## src/hw/rtl/deq_pkg.sv

```systemverilog
`timescale 1ns / 1ps

package deq_pkg;

    // storage shape
    localparam int DEPTH      = 1024;
    localparam int WORD_BITS  = 32;
    localparam int IO_BITS    = 32;
    localparam int COUNT_BITS = $clog2(DEPTH + 1);
    localparam int CMD_BITS   = 3;

    // back-select tree: leaves per group and number of groups
    localparam int GROUP      = 32;
    localparam int NUM_GROUPS = (DEPTH + GROUP - 1) / GROUP;

    // common width for word conversions
    localparam int WIDE_BITS  = (WORD_BITS > IO_BITS) ? WORD_BITS : IO_BITS;

    typedef enum logic [CMD_BITS-1:0] {
        CMD_PUSH_FRONT = 3'd0,
        CMD_PUSH_BACK  = 3'd1,
        CMD_POP_FRONT  = 3'd2,
        CMD_POP_BACK   = 3'd3,
        CMD_QUERY      = 3'd4
    } t_cmd;

    // what every cell of the row does on a clock edge
    typedef enum logic [2:0] {
        OP_HOLD,
        OP_SHIFT_IN_FRONT,
        OP_LOAD_BACK,
        OP_SHIFT_OUT_FRONT,
        OP_DROP_BACK
    } t_cell_op;

    typedef struct packed {
        t_cell_op               op;
        logic [WORD_BITS-1:0]   word;
    } t_cell_ctl;

    // port word into stored word (zero extend or truncate)
    function automatic logic [WORD_BITS-1:0] from_io(logic [IO_BITS-1:0] w);
        logic [WIDE_BITS-1:0] t;
        t = WIDE_BITS'(w);
        return t[WORD_BITS-1:0];
    endfunction

    // stored word into port word (zero extend or truncate)
    function automatic logic [IO_BITS-1:0] to_io(logic [WORD_BITS-1:0] w);
        logic [WIDE_BITS-1:0] t;
        t = WIDE_BITS'(w);
        return t[IO_BITS-1:0];
    endfunction

endpackage

```

## src/hw/rtl/deq_cell.sv

```systemverilog
`timescale 1ns / 1ps

module deq_cell
    import deq_pkg::*;
(
    input  logic                 i_clk,
    input  logic                 i_rst_n,
    input  t_cell_ctl            i_ctl,
    input  logic [WORD_BITS-1:0] i_left_data,
    input  logic                 i_left_last,
    input  logic [WORD_BITS-1:0] i_right_data,
    input  logic                 i_right_last,
    output logic [WORD_BITS-1:0] o_data,
    output logic                 o_last
);

    logic [WORD_BITS-1:0] r_data;
    logic                 r_last;

    // element word: moves with the front end, or takes a new back word
    always_ff @(posedge i_clk) begin
        case (i_ctl.op)
            OP_SHIFT_IN_FRONT:  r_data <= i_left_data;
            OP_LOAD_BACK: begin
                if (i_left_last) begin
                    r_data <= i_ctl.word;
                end
            end
            OP_SHIFT_OUT_FRONT: r_data <= i_right_data;
            default:            r_data <= r_data;
        endcase
    end

    // last-element marker walks one cell per push or pop
    always_ff @(posedge i_clk) begin
        if (!i_rst_n) begin
            r_last <= 1'b0;
        end else begin
            case (i_ctl.op)
                OP_SHIFT_IN_FRONT,
                OP_LOAD_BACK:       r_last <= i_left_last;
                OP_SHIFT_OUT_FRONT,
                OP_DROP_BACK:       r_last <= i_right_last;
                default:            r_last <= r_last;
            endcase
        end
    end

    assign o_data = r_data;
    assign o_last = r_last;

endmodule

```

## config.mk

```make
export PLATFORM = sky130hd
export DESIGN_NAME = deq_cell
export DESIGN_NICKNAME = d
export VERILOG_FILES = /design/src/hw/rtl/deq_pkg.sv /design/src/hw/rtl/deq_cell.sv
export SDC_FILE = /design/constraint.sdc
export NUM_CORES = 1
export LEC_CHECK = 0
export BUFFER_PORTS_ARGS = -buffer_cell sky130_fd_sc_hd__buf_4
export CAP_MARGIN = 15
export CORE_UTILIZATION = 40
export CTS_BUF_LIST = sky130_fd_sc_hd__clkbuf_8
export DETAILED_ROUTE_END_ITERATION = 6
export PLACE_DENSITY_LB_ADDON = 0.08
export SETUP_SLACK_MARGIN = 0.4
export SLEW_MARGIN = 40
export SYNTH_ARGS = -nofsm -noshare
export SYNTH_HDL_FRONTEND = slang
export SYNTH_SLANG_ARGS = --single-unit
```

## constraint.sdc

```tcl
create_clock -name i_clk -period 3 [get_ports i_clk]
set_input_delay 0.15 -clock i_clk [delete_from_list [all_inputs] [get_ports i_clk]]
set_output_delay 0.15 -clock i_clk [all_outputs]
set_load 0.03 [all_outputs]
```

==> parameters.txt <==
Parameter                              Value

Outcome
  Outcome    finished with violations
  Failing checks    design-rule violations

Run
  Max-cap violation count    0

STA
  Number of hold violations in the final report    0
  Clock Skew    0 ns
  Worst-margin pin slew    0.559 ns
  Summed negative setup slack over all endpoints    0 ns
  Unrepaired setup endpoints after global routing    false
  Worst-case headroom to the max-slew limit    62.7%
  Max-slew violation count    0
  Final count of negative-setup-slack endpoints    0
  Final Hold Slack    0.120 ns
  Final Cycle Share    46.0%
  Peak clock frequency supported by timing    0.724 GHz
  Min Tclk post-route    1.38 ns

Clock tree
  Clk sinks    33
  Root buffer cell    sky130_fd_sc_hd__clkbuf_8
  Clock Pin Slew Worst Setup and Hold Paths    0.06 ns
  Total clock buffers created by CTS    5
  Clock tree from TritonCTS    done
  CTS Hold Bufs    0
  Post-CTS Setup Inserts    0
  Clock latency reported for the late side of the worst-skew pair    0.28 ns
  CTS max path bufs    2
  Deepest level of the CTS H-tree    2
  Post-CTS sizing    0

Cells and area
  Layout overhead on the synthesized area    57.0%
  Final net count    389
  Inserted Diodes    0
  Commonest cells after routing, fill and taps aside    sky130_fd_sc_hd__buf_4, sky130_fd_sc_hd__mux2i_1, sky130_fd_sc_hd__nand2_1, sky130_fd_sc_hd__edfxtp_1, sky130_fd_sc_hd__o21ai_2
  Leading cell type in the layout, fill and taps excluded    sky130_fd_sc_hd__buf_4
  Fraction of final layout cells sized beyond drive strength 1    59.9%

Global route
  GRT Overall Usage    16.6%
  Met1 Usage GRT    17.4%
  Total global routing overflow    0
  Via count of the first global-routing pass    1,491
  Antenna violations before repair    0
  First-pass GRT wire length    6290 um
  Met2 demand-to-capacity share in global routing    29.1%
  Most utilized layer in the global route result    met2
  Fraction of met3 tracks used by global routing    6.55%
  Pin count of the biggest net entering global routing    37

Logic synthesis
  Syn_nets    255
  Area share of xor/xnor cells in the synthesized design    0%
  Area contributors post-synth    sky130_fd_sc_hd__edfxtp_1, sky130_fd_sc_hd__mux2i_1, sky130_fd_sc_hd__o21ai_2
  Sequential element share of the synthesized area    51.9%
  Warning count from the yosys run    0
  Synthesized-area fraction occupied by and/or/nand/nor cells    8.14%
  Total of flip-flops plus latches after synthesis    33
  Cells after synthesis    152
  Fraction of the mapped netlist area in adder cells    0%
  Post-synthesis cell type count    18
  Main combinational cell family by area after synthesis    multiplexers
  Total standard cell area after synthesis    1890 um^2
  Most area-hungry cell type in the Yosys netlist    sky130_fd_sc_hd__edfxtp_1
  Share of the synthesized area in compound gates (AO/OA/AOI/OAI)    14.4%
  Average size of a mapped cell    12.4 um^2
  Post-synthesis mux area share    18.6%
  Top cell type's share of synthesized area    50.8%

Floorplanning
  Area enclosed by the die boundary    5010 um^2
  Initial core utilization    42.5%
  Core region area    4440 um^2
  Std cell rows    24
  Die height    70.8 um
  Horizontal extent of the die    70.8 um
  I/O Pins    136

Setup path
  Critical path arrival    1.37 ns
  Req. time, crit path    2.99 ns
  Maximum fanout along the worst path    36
  Ordered cell list for the critical path    buf_4 -> a21oi_1 -> nor2_4 -> buf_16
  Delay of the slowest critical-path stage    0.45 ns
  Critical-path cell with the highest stage delay    sky130_fd_sc_hd__buf_4
  Startpoint-to-endpoint class of the critical path    input port to flop
  Nature of the critical path startpoint    input port
  Worst setup EP type    flop

Route
  Count of TritonRoute iterations in the first routing pass    6
  Remaining DRCs    14
  Iter 0 DRT Violations    77
  Overall via count from detail_route    1,614
  Final ANT Viol Nets    0
  Routed wire per std cell    12.2 um
  Total Routed Length    4120 um
  Per-cell via count in the routed design    4.76

Place
  Count of buffers inserted at the top-level ports    135
  Total half-perimeter wirelength after legalization and detailed placement    3190 um
  RD Place Congestion    0.675

Pwr
  Worst VDD drop    214 uV
  Static power due to leakage    0.00143 uW
  Power per unit of standard cell area    420 nW/um^2

Min path
  Hold crit path type    input port to flop
## metrics by stage
stage / instances / power (uW) / util (%) / setup slack [ns] / instance area [um^2]
after floorplan: 152 / 788 / - / 0.701 / 1890
after global placement: 330 / 950 / 64.4 / 1.13 / 2860
after detailed placement: 330 / 956 / 64.4 / 1.11 / 2860
after CTS: 338 / 1260 / 66.2 / 1.41 / 2940
after global routing: 339 / 1300 / 66.8 / 1.51 / 2970
final: 339 / 1250 / 66.8 / 1.62 / 2970
## final timing paths
path,cells after the start,startpoint,slack (ns),endpoint
worst max register to register,3,o_last,2.12,o_last
worst max-delay path,4,i_ctl[32],1.62,o_data[10]
worst min-delay path,3,i_rst_n,0.12,o_last
worst min register to register,2,o_last,0.65,o_last
## critical path: cells and delay by family
family | cells | cell delay (ns)
buffers and inverters | 2 | 0.67
AND/OR/NAND/NOR | 1 | 0.39
AO/OA/AOI/OAI | 1 | 0.14
## report_power, final
group | leakage, uW | switching, uW | internal (uW)
registers | 0.000308 | 11.1 | 558
logic | 0.00107 | 192 | 185
clock network | 0.0000519 | 147 | 154
## area by class of cell
type | instances | area, um^2
clock buffer | 5 | 68.8
clock inverter | 3 | 11.3
fill | 393 | 1480
multi-input combinational | 108 | 787
sequential | 33 | 981
tap | 52 | 65.1
timing repair buffer | 138 | 1060
## synthesized netlist by cell type
cell type and n:
sky130_fd_sc_hd__o21ai_2 26, sky130_fd_sc_hd__nand3_1 1, sky130_fd_sc_hd__buf_6 8, sky130_fd_sc_hd__edfxtp_1 32
sky130_fd_sc_hd__buf_8 1, sky130_fd_sc_hd__nand2_1 33, sky130_fd_sc_hd__o221ai_1 1, sky130_fd_sc_hd__o21ai_0 4
sky130_fd_sc_hd__buf_4 1, sky130_fd_sc_hd__nor2_1 3, sky130_fd_sc_hd__dfxtp_1 1, sky130_fd_sc_hd__a21oi_1 1
sky130_fd_sc_hd__mux2i_1 34, sky130_fd_sc_hd__nand2b_1 1, sky130_fd_sc_hd__buf_12 1, sky130_fd_sc_hd__mux2_2 1
sky130_fd_sc_hd__o21ai_1 2, sky130_fd_sc_hd__nand3b_1 1
## metal layers
| metal | vias up | part of all wire (%) |
|---|---|---|
| met1 | 691 | 38 |
| met2 | 81 | 49 |
| met4 | 0 | 1.7 |
| met3 | 7 | 11 |
| li1 | 835 | - |
| met5 | - | 0 |
## cell families (layout without fill, tap and decap cells)
logic type,count (synthesis),after routing
buf+inv,11,146
simple gates,39,39
mux,35,35
flops,33,33
compound gates,34,34
## flip-flops by register name (all words and copies together), names as in the netlist
| name | cells |
|---|---|
| o_last | 1 |
| o_data | 32 |
Note: power is estimated with default switching activity, not from simulation.
